==> config.mk <==
export PLATFORM = sky130hd
export DESIGN_NAME = strided_read_descriptor_expander
export DESIGN_NICKNAME = d
export VERILOG_FILES = /design/src/rtl/core/sdx_pkg.sv /design/src/rtl/core/sdx_csr_regs.sv /design/src/rtl/core/sdx_mul_unit.sv /design/src/rtl/core/sdx_coord_table.sv /design/src/rtl/core/strided_read_descriptor_expander.sv
export SDC_FILE = /design/constraint.sdc
export NUM_CORES = 2
export LEC_CHECK = 0
export BUFFER_PORTS_ARGS = -buffer_cell sky130_fd_sc_hd__buf_2
export CORE_UTILIZATION = 40
export CTS_BUF_LIST = sky130_fd_sc_hd__clkbuf_16
export CTS_CLUSTER_SIZE = 25
export DETAILED_ROUTE_END_ITERATION = 16
export GPL_TIMING_DRIVEN = 0
export SYNTH_ARGS = -nofsm -noshare
export SYNTH_HDL_FRONTEND = slang
export SYNTH_SLANG_ARGS = --single-unit
==> constraint.sdc <==
create_clock -name clock -period 11.07 [get_ports clock]
set_input_delay 2.7675 -clock clock [delete_from_list [all_inputs] [get_ports clock]]
set_output_delay 2.7675 -clock clock [all_outputs]
set_load 0.05 [all_outputs]
==> src/rtl/core/sdx_pkg.sv <==
// ----------------------------------------------------------------------------
// sdx_pkg
// Shared types and constants of the strided read descriptor expander.
// ----------------------------------------------------------------------------
package sdx_pkg;

   // table depth must be a power of two: indices wrap on their low bits
   localparam int CORE_TABLE_DEPTH = 64;
   localparam int MAX_STRIDES      = 64;

   localparam int TABLE_ADDR_BITS = $clog2(CORE_TABLE_DEPTH);
   localparam int COUNT_BITS      = $clog2(MAX_STRIDES + 1);

   localparam int CSR_INDEX_BITS = 3;
   localparam int CSR_DATA_BITS  = 32;

   localparam logic [7:0] SKIP_CODE = 8'h01;

   typedef enum logic [1:0] {
      ACT_START  = 2'd0,
      ACT_LOAD_X = 2'd1,
      ACT_LOAD_Y = 2'd2,
      ACT_EXPAND = 2'd3
   } action_type;

   typedef enum logic [CSR_INDEX_BITS-1:0] {
      CSR_UNIT_BYTES       = 3'd0,
      CSR_PAGE_BYTES       = 3'd1,
      CSR_SOURCE_BASE      = 3'd2,
      CSR_DEST_BASE        = 3'd3,
      CSR_DEST_PAGE_OFFSET = 3'd4
   } csr_index_type;

   typedef struct packed {
      logic [15:0] unit_bytes;
      logic [15:0] page_bytes;
      logic [31:0] source_base;
      logic [31:0] dest_base;
      logic [15:0] dest_page_offset;
   } cfg_type;

endpackage

==> src/rtl/core/sdx_csr_regs.sv <==
// ----------------------------------------------------------------------------
// sdx_csr_regs
// Configuration registers, written through a plain indexed write port.
// ----------------------------------------------------------------------------
module sdx_csr_regs
   import sdx_pkg::*;
(
   input  logic                      clock,
   input  logic                      reset,
   input  logic                      csr_write_enable,
   input  logic [CSR_INDEX_BITS-1:0] csr_index,
   input  logic [CSR_DATA_BITS-1:0]  csr_write_data,
   output cfg_type                   cfg
);

   cfg_type cfg_ff;
   cfg_type cfg_in;

   always_comb begin
      cfg_in = cfg_ff;
      if (csr_write_enable) begin
         case (csr_index_type'(csr_index))
            CSR_UNIT_BYTES:       cfg_in.unit_bytes       = csr_write_data[15:0];
            CSR_PAGE_BYTES:       cfg_in.page_bytes       = csr_write_data[15:0];
            CSR_SOURCE_BASE:      cfg_in.source_base      = csr_write_data[31:0];
            CSR_DEST_BASE:        cfg_in.dest_base        = csr_write_data[31:0];
            CSR_DEST_PAGE_OFFSET: cfg_in.dest_page_offset = csr_write_data[15:0];
            default:              cfg_in = cfg_ff;
         endcase
      end
   end

   always_ff @(posedge clock) begin
      if (reset) begin
         cfg_ff.unit_bytes       <= 16'd1;
         cfg_ff.page_bytes       <= 16'd1;
         cfg_ff.source_base      <= 32'd0;
         cfg_ff.dest_base        <= 32'd0;
         cfg_ff.dest_page_offset <= 16'd0;
      end else begin
         cfg_ff <= cfg_in;
      end
   end

   assign cfg = cfg_ff;

endmodule

==> src/rtl/core/sdx_mul_unit.sv <==
// ----------------------------------------------------------------------------
// sdx_mul_unit
// Shared 32 x 16 multiplier, low 32 bits of the product registered.
// ----------------------------------------------------------------------------
module sdx_mul_unit
   import sdx_pkg::*;
(
   input  logic        clock,
   input  logic [31:0] op_a,
   input  logic [15:0] op_b,
   output logic [31:0] product
);

   logic [47:0] full_product;
   logic [31:0] product_ff;

   assign full_product = {16'd0, op_a} * {32'd0, op_b};

   always_ff @(posedge clock) begin
      product_ff <= full_product[31:0];
   end

   assign product = product_ff;

endmodule

==> src/rtl/core/sdx_coord_table.sv <==
// ----------------------------------------------------------------------------
// sdx_coord_table
// Core coordinate table: one write port, one registered read port.
// ----------------------------------------------------------------------------
module sdx_coord_table
   import sdx_pkg::*;
(
   input  logic                       clock,
   input  logic                       write_enable,
   input  logic [TABLE_ADDR_BITS-1:0] write_addr,
   input  logic [7:0]                 write_data,
   input  logic [TABLE_ADDR_BITS-1:0] read_addr,
   output logic [7:0]                 read_data
);

   logic [7:0] mem [CORE_TABLE_DEPTH];
   logic [7:0] read_data_ff;

   always_ff @(posedge clock) begin
      if (write_enable) begin
         mem[write_addr] <= write_data;
      end
      read_data_ff <= mem[read_addr];
   end

   assign read_data = read_data_ff;

endmodule

==> src/rtl/core/strided_read_descriptor_expander.sv <==
// ----------------------------------------------------------------------------
// strided_read_descriptor_expander
// Expands stride-pattern entries into remote-read descriptors, one per stride,
// using a single shared multiplier under a small sequencer.
// ----------------------------------------------------------------------------
//  channel   ports                       handshake
//  request   req_*                       start & !busy
//  response  rsp_*                       rsp_valid, one cycle, no back-pressure
//  config    csr_*                       csr_write_enable
//
//  load x/y: busy stays low.
//  start: busy through ST_START_MUL and ST_START_SUM (one multiply, one add).
//  expand: busy setup states on the shared multiplier, then one descriptor per
//  cycle, min(stride count, MAX_STRIDES) of them.
//  reset is synchronous; tables are not cleared, destination pointer goes to 0.
//  descriptors cannot be stalled: each is offered for exactly one cycle.
// ----------------------------------------------------------------------------
module strided_read_descriptor_expander
   import sdx_pkg::*;
(
   input  logic                      clock,
   input  logic                      reset,

   input  logic                      start,
   output logic                      busy,
   input  logic [1:0]                req_action,
   input  logic [5:0]                req_table_index,
   input  logic [7:0]                req_coord_value,
   input  logic [31:0]               req_meta_core_word,
   input  logic [31:0]               req_meta_data_word,
   input  logic [31:0]               req_core_start_word,
   input  logic [31:0]               req_data_offset_word,
   input  logic [31:0]               req_size_count_word,
   input  logic [15:0]               req_repeat_index,

   output logic                      rsp_valid,
   output logic [7:0]                rsp_core_x,
   output logic [7:0]                rsp_core_y,
   output logic [31:0]               rsp_source_addr,
   output logic [31:0]               rsp_dest_addr,
   output logic [31:0]               rsp_length_bytes,
   output logic                      rsp_read_enable,
   output logic                      rsp_last,

   input  logic                      csr_write_enable,
   input  logic [CSR_INDEX_BITS-1:0] csr_index,
   input  logic [CSR_DATA_BITS-1:0]  csr_write_data
);

   typedef enum logic [3:0] {
      ST_IDLE,
      ST_START_MUL,
      ST_START_SUM,
      ST_MUL_LEN,
      ST_MUL_X,
      ST_MUL_Y,
      ST_MUL_D,
      ST_SUM,
      ST_MUL_OFF,
      ST_WAIT_OFF,
      ST_EMIT
   } state_type;

   cfg_type cfg;

   state_type             state_ff,       state_in;
   logic [31:0]           dest_ptr_ff,    dest_ptr_in;
   logic [31:0]           meta_core_ff,   meta_core_in;
   logic [31:0]           meta_data_ff,   meta_data_in;
   logic [31:0]           core_start_ff,  core_start_in;
   logic [31:0]           data_off_ff,    data_off_in;
   logic [15:0]           units_ff,       units_in;
   logic                  skip_ff,        skip_in;
   logic [15:0]           rep_ff,         rep_in;
   logic [COUNT_BITS-1:0] remain_ff,      remain_in;
   logic [31:0]           len_ff,         len_in;
   logic [31:0]           xi_ff,          xi_in;
   logic [31:0]           yi_ff,          yi_in;
   logic [31:0]           sum_ff,         sum_in;
   logic [31:0]           adv_ff,         adv_in;
   logic [31:0]           src_ff,         src_in;

   logic        accept;
   logic [31:0] mul_a;
   logic [15:0] mul_b;
   logic [31:0] product;
   logic [31:0] count_raw;
   logic [31:0] count_clamped;
   logic [31:0] table_index_ext;
   logic [TABLE_ADDR_BITS-1:0] write_addr;
   logic        write_x;
   logic        write_y;
   logic [7:0]  x_read;
   logic [7:0]  y_read;

   assign busy   = (state_ff != ST_IDLE);
   assign accept = start && !busy;

   assign table_index_ext = {26'd0, req_table_index};
   assign write_addr      = table_index_ext[TABLE_ADDR_BITS-1:0];
   assign write_x = accept && (action_type'(req_action) == ACT_LOAD_X);
   assign write_y = accept && (action_type'(req_action) == ACT_LOAD_Y);

   assign count_raw     = {24'd0, req_size_count_word[15:8]};
   assign count_clamped = (count_raw > 32'(MAX_STRIDES)) ? 32'(MAX_STRIDES) : count_raw;

   sdx_csr_regs u_csr (
      .clock            (clock),
      .reset            (reset),
      .csr_write_enable (csr_write_enable),
      .csr_index        (csr_index),
      .csr_write_data   (csr_write_data),
      .cfg              (cfg)
   );

   sdx_mul_unit u_mul (
      .clock   (clock),
      .op_a    (mul_a),
      .op_b    (mul_b),
      .product (product)
   );

   // read ports follow the next index, so read data always matches xi_ff / yi_ff
   sdx_coord_table u_x_table (
      .clock        (clock),
      .write_enable (write_x),
      .write_addr   (write_addr),
      .write_data   (req_coord_value),
      .read_addr    (xi_in[TABLE_ADDR_BITS-1:0]),
      .read_data    (x_read)
   );

   sdx_coord_table u_y_table (
      .clock        (clock),
      .write_enable (write_y),
      .write_addr   (write_addr),
      .write_data   (req_coord_value),
      .read_addr    (yi_in[TABLE_ADDR_BITS-1:0]),
      .read_data    (y_read)
   );

   always_comb begin
      state_in      = state_ff;
      dest_ptr_in   = dest_ptr_ff;
      meta_core_in  = meta_core_ff;
      meta_data_in  = meta_data_ff;
      core_start_in = core_start_ff;
      data_off_in   = data_off_ff;
      units_in      = units_ff;
      skip_in       = skip_ff;
      rep_in        = rep_ff;
      remain_in     = remain_ff;
      len_in        = len_ff;
      xi_in         = xi_ff;
      yi_in         = yi_ff;
      sum_in        = sum_ff;
      adv_in        = adv_ff;
      src_in        = src_ff;
      mul_a         = 32'd0;
      mul_b         = 16'd0;

      case (state_ff)
         ST_IDLE: begin
            if (accept) begin
               case (action_type'(req_action))
                  ACT_START: state_in = ST_START_MUL;
                  ACT_EXPAND: begin
                     meta_core_in  = req_meta_core_word;
                     meta_data_in  = req_meta_data_word;
                     core_start_in = req_core_start_word;
                     data_off_in   = req_data_offset_word;
                     units_in      = req_size_count_word[31:16];
                     skip_in       = (req_size_count_word[7:0] == SKIP_CODE);
                     rep_in        = req_repeat_index;
                     remain_in     = count_clamped[COUNT_BITS-1:0];
                     state_in      = ST_MUL_LEN;
                  end
                  default: state_in = ST_IDLE;
               endcase
            end
         end
         ST_START_MUL: begin
            mul_a    = {16'd0, cfg.dest_page_offset};
            mul_b    = cfg.page_bytes;
            state_in = ST_START_SUM;
         end
         ST_START_SUM: begin
            dest_ptr_in = cfg.dest_base + product;
            state_in    = ST_IDLE;
         end
         ST_MUL_LEN: begin
            mul_a    = {16'd0, units_ff};
            mul_b    = cfg.unit_bytes;
            state_in = ST_MUL_X;
         end
         ST_MUL_X: begin
            mul_a    = {16'd0, meta_core_ff[31:16]};
            mul_b    = rep_ff;
            len_in   = product;
            state_in = ST_MUL_Y;
         end
         ST_MUL_Y: begin
            mul_a    = {16'd0, meta_core_ff[15:0]};
            mul_b    = rep_ff;
            xi_in    = {24'd0, core_start_ff[31:24]} + product;
            state_in = ST_MUL_D;
         end
         ST_MUL_D: begin
            mul_a    = meta_data_ff;
            mul_b    = rep_ff;
            yi_in    = {24'd0, core_start_ff[23:16]} + product;
            state_in = ST_SUM;
         end
         ST_SUM: begin
            mul_a    = {16'd0, data_off_ff[31:16]};
            mul_b    = cfg.unit_bytes;
            sum_in   = {16'd0, data_off_ff[15:0]} + product;
            state_in = ST_MUL_OFF;
         end
         ST_MUL_OFF: begin
            mul_a = sum_ff;
            mul_b = cfg.unit_bytes;
            // with no core movement the source walks on past each stride
            if (core_start_ff[15:0] == 16'd0) begin
               adv_in = product + len_ff;
            end else begin
               adv_in = product;
            end
            state_in = ST_WAIT_OFF;
         end
         ST_WAIT_OFF: begin
            src_in = cfg.source_base + product;
            if (remain_ff == '0) begin
               state_in = ST_IDLE;
            end else begin
               state_in = ST_EMIT;
            end
         end
         ST_EMIT: begin
            dest_ptr_in = dest_ptr_ff + len_ff;
            src_in      = src_ff + adv_ff;
            xi_in       = xi_ff + {24'd0, core_start_ff[15:8]};
            yi_in       = yi_ff + {24'd0, core_start_ff[7:0]};
            remain_in   = remain_ff - COUNT_BITS'(1);
            if (remain_ff == COUNT_BITS'(1)) begin
               state_in = ST_IDLE;
            end
         end
         default: state_in = ST_IDLE;
      endcase
   end

   always_ff @(posedge clock) begin
      if (reset) begin
         state_ff    <= ST_IDLE;
         dest_ptr_ff <= 32'd0;
         remain_ff   <= '0;
      end else begin
         state_ff    <= state_in;
         dest_ptr_ff <= dest_ptr_in;
         remain_ff   <= remain_in;
      end
      meta_core_ff  <= meta_core_in;
      meta_data_ff  <= meta_data_in;
      core_start_ff <= core_start_in;
      data_off_ff   <= data_off_in;
      units_ff      <= units_in;
      skip_ff       <= skip_in;
      rep_ff        <= rep_in;
      len_ff        <= len_in;
      xi_ff         <= xi_in;
      yi_ff         <= yi_in;
      sum_ff        <= sum_in;
      adv_ff        <= adv_in;
      src_ff        <= src_in;
   end

   assign rsp_valid        = (state_ff == ST_EMIT);
   assign rsp_core_x       = skip_ff ? 8'd0 : x_read;
   assign rsp_core_y       = skip_ff ? 8'd0 : y_read;
   assign rsp_source_addr  = src_ff;
   assign rsp_dest_addr    = dest_ptr_ff;
   assign rsp_length_bytes = len_ff;
   assign rsp_read_enable  = !skip_ff;
   assign rsp_last         = rsp_valid && (remain_ff == COUNT_BITS'(1));

   // a transaction's descriptors come out back to back and end on last
   a_burst_continues : assert property (@(posedge clock) disable iff (reset)
      rsp_valid && !rsp_last |=> rsp_valid)
      else $error("descriptor burst broken before last");

   a_last_ends_burst : assert property (@(posedge clock) disable iff (reset)
      rsp_last |=> !rsp_valid && !busy)
      else $error("descriptor after last");

   a_dest_advances : assert property (@(posedge clock) disable iff (reset)
      rsp_valid && !rsp_last |=>
         rsp_dest_addr == $past(rsp_dest_addr) + $past(rsp_length_bytes))
      else $error("destination pointer did not advance by stride length");

   a_no_accept_in_burst : assert property (@(posedge clock) disable iff (reset)
      rsp_valid |-> busy)
      else $error("descriptor issued while idle");

endmodule
# Word-level counts from Yosys, hierarchy flattened
# Memory sizes are Yosys's and may differ from the RTL's. A register that Yosys moved wholly into a read port is not among the register bits.
# Cells that the tools add are included.
[word_totals]
register_bits = 540
ramBits = 1024
input_bits = 231
output_inout_bits = 116
elab_cells = 110
n_memories = 2
[op_classes]
addsub = 11
multipliers = 1
magnitude_cmp = 1
n_eq_ne = 22
muxes = 22
n_reduce_logical = 27
[mem_list]
columns = ["memory", "words", "width", "read_ports", "rd_ports_with_merged_regs", "wr", "line", "text"]
rows = [
  ["u_x_table.mem", 64, 8, 1, 1, 1, "sdx_coord_table.sv:16", "logic [7:0] mem [CORE_TABLE_DEPTH];"],
  ["u_y_table.mem", 64, 8, 1, 1, 1, "sdx_coord_table.sv:16", ""],
]
[op_table]
columns = ["operator", "count"]
rows = [
  ["$pmux 32 s2", 4],
  ["$pmux 32 s7", 1],
  ["$add 32x32->32", 5],
  ["$add 32x8->32", 2],
  ["$add 8x32->32", 2],
  ["$pmux 16 s3", 1],
  ["$pmux 4 s10", 1],
  ["$add 16x32->32", 1],
  ["$mul 32x16->32", 1],
  ["$mux 32", 1],
  ["$mux 7", 3],
  ["$eq 4x3->1 const B", 4],
  ["$logic_not 16->1", 1],
  ["$mux 8", 2],
  ["$pmux 7 s2", 1],
  ["$eq 4x4->1 const B", 3],
  ["$mux 4", 3],
  ["$reduce_and 2->1", 6],
  ["$reduce_bool 2->1", 5],
  ["$eq 4x2->1 const B", 2],
  ["$eq 8x1->1 const B", 1],
  ["$gt 8x7->1 const B", 1],
  ["$eq 7x1->1 const B", 1],
  ["$logic_not 7->1", 1],
  ["other kinds (19)", 31],
]

# Depth between registers and ports, before layout
[logic_depth]
depth_word = 6
depth_mapped = 32
ltp_nobuf = 29

# Hierarchy
# A second synthesis with hierarchy kept.
[unflattened]
hier_cells = 5843
hier_area_um2 = 79119.6
[by_module_without_submodules]
columns = ["module", "n_inst", "cells_each", "area_each_um2", "seq_area_each_um2"]
rows = [
  ["sdx_coord_table", 2, 940, 20166.8, 15534.9],
  ["strided_read_descriptor_expander", 1, 2166, 22061.2, 9659.3],
  ["sdx_mul_unit", 1, 1390, 12209.2, 640.6],
  ["sdx_csr_regs", 1, 407, 4515.6, 2242.2],
]

# Worst setup path before layout
# Ideal clock, no wire load.
[synth_timing]
path_type = "register -> register"
startpoint = "reg state_ff[1]"
endpoint = "reg u_mul.product_ff[31] (netlist: u_mul.product[31])"
setup_time_ns = 0.118
arrival_time_ns = 8.670
path_slack_ns = 2.281
stages_incl_launch_ff = 31
path_buffers = 6
period_less_slack_ns = 8.789
cell_sequence = "dfxtp_1 buf_4 or2_2 nor2_1 buf_2 buf_1 clkbuf_1 a22oi_1 nand3_1 clkbuf_1 nand2_1 fa_1 fa_1 fa_1 inv_1 fa_1 fa_1 inv_1 fa_1 inv_1 ha_1 clkbuf_1 a21o_1 a21oi_1 o21ai_0 o41ai_1 o21ai_0 o21bai_1 a21boi_0 o22a_1 xnor2_1"
[synth_via]
elab_chain_cells = 4
elab_cells_between_ends = 12
cone_classes = "mul (1); eq/ne (7); mux (2); reduce/logical (2)"
[synth_lines]
columns = ["item", "line", "text"]
rows = [
  ["start: declaration", "strided_read_descriptor_expander.sv:66", "state_type state_ff, state_in;"],
  ["start signal: assignment", "strided_read_descriptor_expander.sv:259", "state_ff <= state_in;"],
  ["$eq 4x4->1, or another cell as far along", "strided_read_descriptor_expander.sv:162", "case (state_ff)"],
  ["$reduce_or 3->1 (no source line)", "n/a", ""],
  ["$pmux 16 s3", "strided_read_descriptor_expander.sv:162", ""],
  ["$mul 32x16->32 *", "sdx_mul_unit.sv:17", "assign full_product = {16'd0, op_a} * {32'd0, op_b};"],
  ["net u_mul.full_product[31]", "sdx_mul_unit.sv:14", "logic [47:0] full_product;"],
  ["end signal: assignment", "sdx_mul_unit.sv:20", "product_ff <= full_product[31:0];"],
  ["end: declaration", "sdx_mul_unit.sv:15", "logic [31:0] product_ff;"],
]
# The timed path passes the listed nets; every way through them passes the cells marked *.
# A chain may end at the register's enable or synchronous reset.

# Worst setup path after layout
[layout_timing]
startpoint = "reg state_ff[2]"
endpoint = "reg u_mul.product_ff[31] (netlist: u_mul.product[31])"
# The elaborated chain is that of the path after synthesis.

==> flow_summary.json <==
{
  "status": "finished, violations left",
  "worstPathArrival_ns": 11.42,
  "drc": 0,
  "hold_buffers": 0,
  "p_leak_nw": 34.22,
  "yosysSeqAreaShare": 0.5492,
  "die_h_um": 447.5,
  "routabilityCongestion": 0.9613,
  "finalNonFillerCells": 10650,
  "setup_viol": 0,
  "io_pins": 347,
  "layout_common_cells": "1722 x nand2_1, 1309 x edfxtp_1, 442 x nand3_1",
  "grt_start_max_net_pins": 101,
  "cts_tree": "done",
  "fin_crit_ns": 10.72,
  "layout.nets": 8647,
  "globalRouteOverflowTotal": 0,
  "grt_first_pass_wirelength_um": 390600,
  "cp.required_ns": 11.77,
  "clk_pin_slew_ns": 0.06,
  "cts_resized": 1,
  "hold_viol": 0,
  "timing.slew.headroom": -0.01611,
  "intPower_mw": 9.657,
  "vias_per_cell": 5.611,
  "swShare": 0.2628,
  "power_frac_clock": 0.418,
  "die_area_um2": 200300,
  "ant_nets": 0,
  "seqPwrFrac": 0.484,
  "avgSynthCellArea_um2": 10.85,
  "power.density_nw_per_um2": 145.1,
  "wl_met2_um": 129700,
  "root_buffer": "clkbuf_16",
  "clkLatencyLatePin_ns": 0.85,
  "hold_depth": 2,
  "antenna_found_initial": 36,
  "crit_top_cell": "fa_1",
  "syn_area_um2": 79400,
  "ys_seq_elements": 1524,
  "dp_cells": 10310,
  "rr_worst_depth": 29,
  "hold_class": "flop to flop",
  "p_sw_mw": 3.443,
  "syn-instance-count": 7319,
  "worstSetupPathType": "flop to flop",
  "register_area_um2": 43610,
  "grt_pass1_vias": 57450,
  "violations": "max-capacitance violations, max-slew violations",
  "synth_flop_cell": "edfxtp_1",
  "min_to": "u_csr.cfg[101]",
  "start_kind": "flop",
  "end_kind": "flop",
  "combPwrFrac": 0.098,
  "maxCapViolations": 2,
  "routedWlPerCell_um": 25.81,
  "vias": 59730,
  "core_area_um2": 197200,
  "async_reset_ff_frac": 0,
  "cts_buffers": 166,
  "drive_gt1_frac": 0.09465,
  "cts_max_level": 4,
  "initial_core_util": 0.4026,
  "slew_violations": 11,
  "rrSetupSlack_ns": 0.35,
  "die_x_um": 447.5,
  "multiInputGateArea_um2": 32620,
  "post-route-period-util": 0.9688,
  "synth-edff-count": 1309,
  "peakVddDrop_uv": 171.3,
  "synth_nets": 8127,
  "final_common_cell": "nand2_1",
  "cts_setup_buffers": 0,
  "dpl.hpwl_um": 203700,
  "drt_iter0_markers": 6258,
  "rsz0062_at_grt": "false",
  "rows": 163,
  "met3WireLength_um": 20540,
  "slowest_stage": "a222oi_1",
  "yosysWarnings": 0,
  "cts.sink_count": 1524,
  "syn2layout_area_growth_pct": 13.73,
  "portBuffers": 339,
  "dr.pass1.iters": 7,
  "crit_fanout": 10,
  "fillers": 18370,
  "fmax_ghz": 0.09325,
  "grt_usage": 0.2700,
  "fin_hold_ws_ns": 0.4549,
  "worstHoldStart": "u_csr.cfg[101]",
  "synth_cell_types": 87,
  "totalWireLength_um": 274700,
  "r2r-start": "state_ff[2]",
  "finClkSkew_ns": 0.05556,
  "r2r_end": "u_mul.product[31]",
  "max_slew.worst_pin.slew_ns": 1.524,
  "top_layer_used": "met5",
  "fin_tns_setup_ns": 0,
  "cts_buffer_depth": 3,
  "m1WireLength_um": 108700,
  "critPathMaxStageDelay_ns": 0.98
}
-- metrics by stage --
| step | setup WS (ns) | power (mW) | utilization | cell area, um2 |
|---|---|---|---|---|
| floorplan | 2.281 | 7.137 | - | 79400 |
| global placement | -2.299 | 7.705 | 0.4280 | 84400 |
| detailed placement | -0.1457 | 7.716 | 0.4303 | 84850 |
| CTS | 0.1879 | 13.14 | 0.4575 | 90230 |
| global route | 0.05108 | 13.45 | 0.4577 | 90270 |
| finish | 0.3456 | 13.10 | 0.4579 | 90310 |
-- cells in the mapped netlist, types with 19 or more instances --
master | number | area (um2)
nand2_1 | 1722 | 6464
edfxtp_1 | 1309 | 39310
nand3_1 | 442 | 2212
nor2_1 | 437 | 1640
inv_1 | 401 | 1505
a21oi_1 | 349 | 1747
fa_1 | 314 | 6286
ha_1 | 263 | 3291
clkbuf_1 | 248 | 930.9
dfxtp_1 | 215 | 4304
a311oi_1 | 180 | 1577
o21ai_0 | 138 | 690.7
xnor2_1 | 138 | 1209
and3_1 | 130 | 813.3
buf_2 | 100 | 500.5
a21o_1 | 86 | 645.6
xor2_1 | 78 | 683.2
a211oi_1 | 75 | 563.0
a31oi_1 | 72 | 450.4
nor3_1 | 56 | 280.3
a22oi_1 | 54 | 405.4
nor2b_1 | 47 | 294.0
and2_1 | 36 | 225.2
nand2b_1 | 32 | 200.2
buf_1 | 28 | 105.1
nand4_1 | 25 | 156.4
o21a_1 | 25 | 187.7
o21bai_1 | 23 | 172.7
mux2i_1 | 19 | 190.2
-- registers in the layout, indices dropped and copies added (netlist names) --
| name | cells |
|---|---|
| meta_data_ff | 32 |
| skip_ff | 1 |
| units_ff | 16 |
| u_x_table.read_data | 8 |
| meta_core_ff | 32 |
| adv_ff | 32 |
| rsp_source_addr | 32 |
| u_mul.product | 32 |
| remain_ff | 7 |
| xi_ff | 6 |
| rsp_dest_addr | 32 |
| u_csr.cfg | 112 |
| u_y_table.mem | 512 |
| state_ff | 4 |
| core_start_ff | 28 |
| rsp_length_bytes | 32 |
| data_off_ff | 32 |
| u_y_table.read_data | 8 |
| yi_ff | 6 |
| rep_ff | 16 |
| sum_ff | 32 |
| u_x_table.mem | 512 |
-- routing by layer --
metal	track usage	vias up
li1	-	26920
met5	0	-
met1	0.3474	29770
met4	0.1423	4
met2	0.4394	2494
met3	0.04133	538
-- worst max-delay path: cells and delay by family (launching register included) --
family / cells / cell delay, ns
DFF: 1 / 0.38
buffers and inverters: 8 / 1.88
adders and majority gates: 7 / 3.16
AOI/OAI and AO/OA: 9 / 3.20
and+or+nand+nor: 4 / 1.70
xor gates and xnor gates: 1 / 0.24
-- worst max-delay path by stage --
stage	from	end	slack (ns)	depth (start not counted)
3_3_place_gp	state_ff[2]	u_mul.product[31]	-2.30	29
6_report	state_ff[2]	u_mul.product[31]	0.35	29
3_5_place_dp	state_ff[2]	u_mul.product[31]	-0.15	29
5_1_grt	state_ff[2]	u_mul.product[31]	0.05	29
2_1_floorplan	state_ff[1]	u_mul.product[31]	2.28	30
4_1_cts	state_ff[2]	u_mul.product[28]	0.19	28
-- final cells by class --
| type | count | share of cell area |
|---|---|---|
| clock buffer | 169 | 0.04683 |
| timing repair buffer | 353 | 0.02336 |
| clock inverter | 137 | 0.01264 |
| antenna | 28 | 0.0007759 |
| buffer | 392 | 0.01883 |
| sequential | 1524 | 0.4829 |
| tap | 2640 | 0.03658 |
| inverter | 405 | 0.01686 |
| multi-input combinational | 4997 | 0.3612 |
-- kinds of logic (layout without fill, tap and decap cells) --
group / count (synthesis) / in the layout / share of synthesized area
AOI/OAI and AO/OA: 1165 / 1165 / 0.09937
buffers and inverters: 798 / 1456 / 0.04051
adders and majority gates: 577 / 577 / 0.1206
xor gates and xnor gates: 217 / 217 / 0.02411
other: 0 / 28 / 0
and+or+nand+nor: 3015 / 3015 / 0.1632
muxes: 23 / 23 / 0.002962
DFF: 1524 / 1524 / 0.5492
-- power by group through the flow --
stage          registers (mW)  logic [mW]  clock network (mW)
3_3_place_gp             6.48        1.23                   0
2_1_floorplan            6.46       0.673                   0
5_1_grt                  6.34        1.36                5.76
3_5_place_dp             6.46        1.26                   0
4_1_cts                  6.34        1.26                5.54
6_report                 6.34        1.28                5.48
Note: power is estimated with default switching activity, not from simulation.
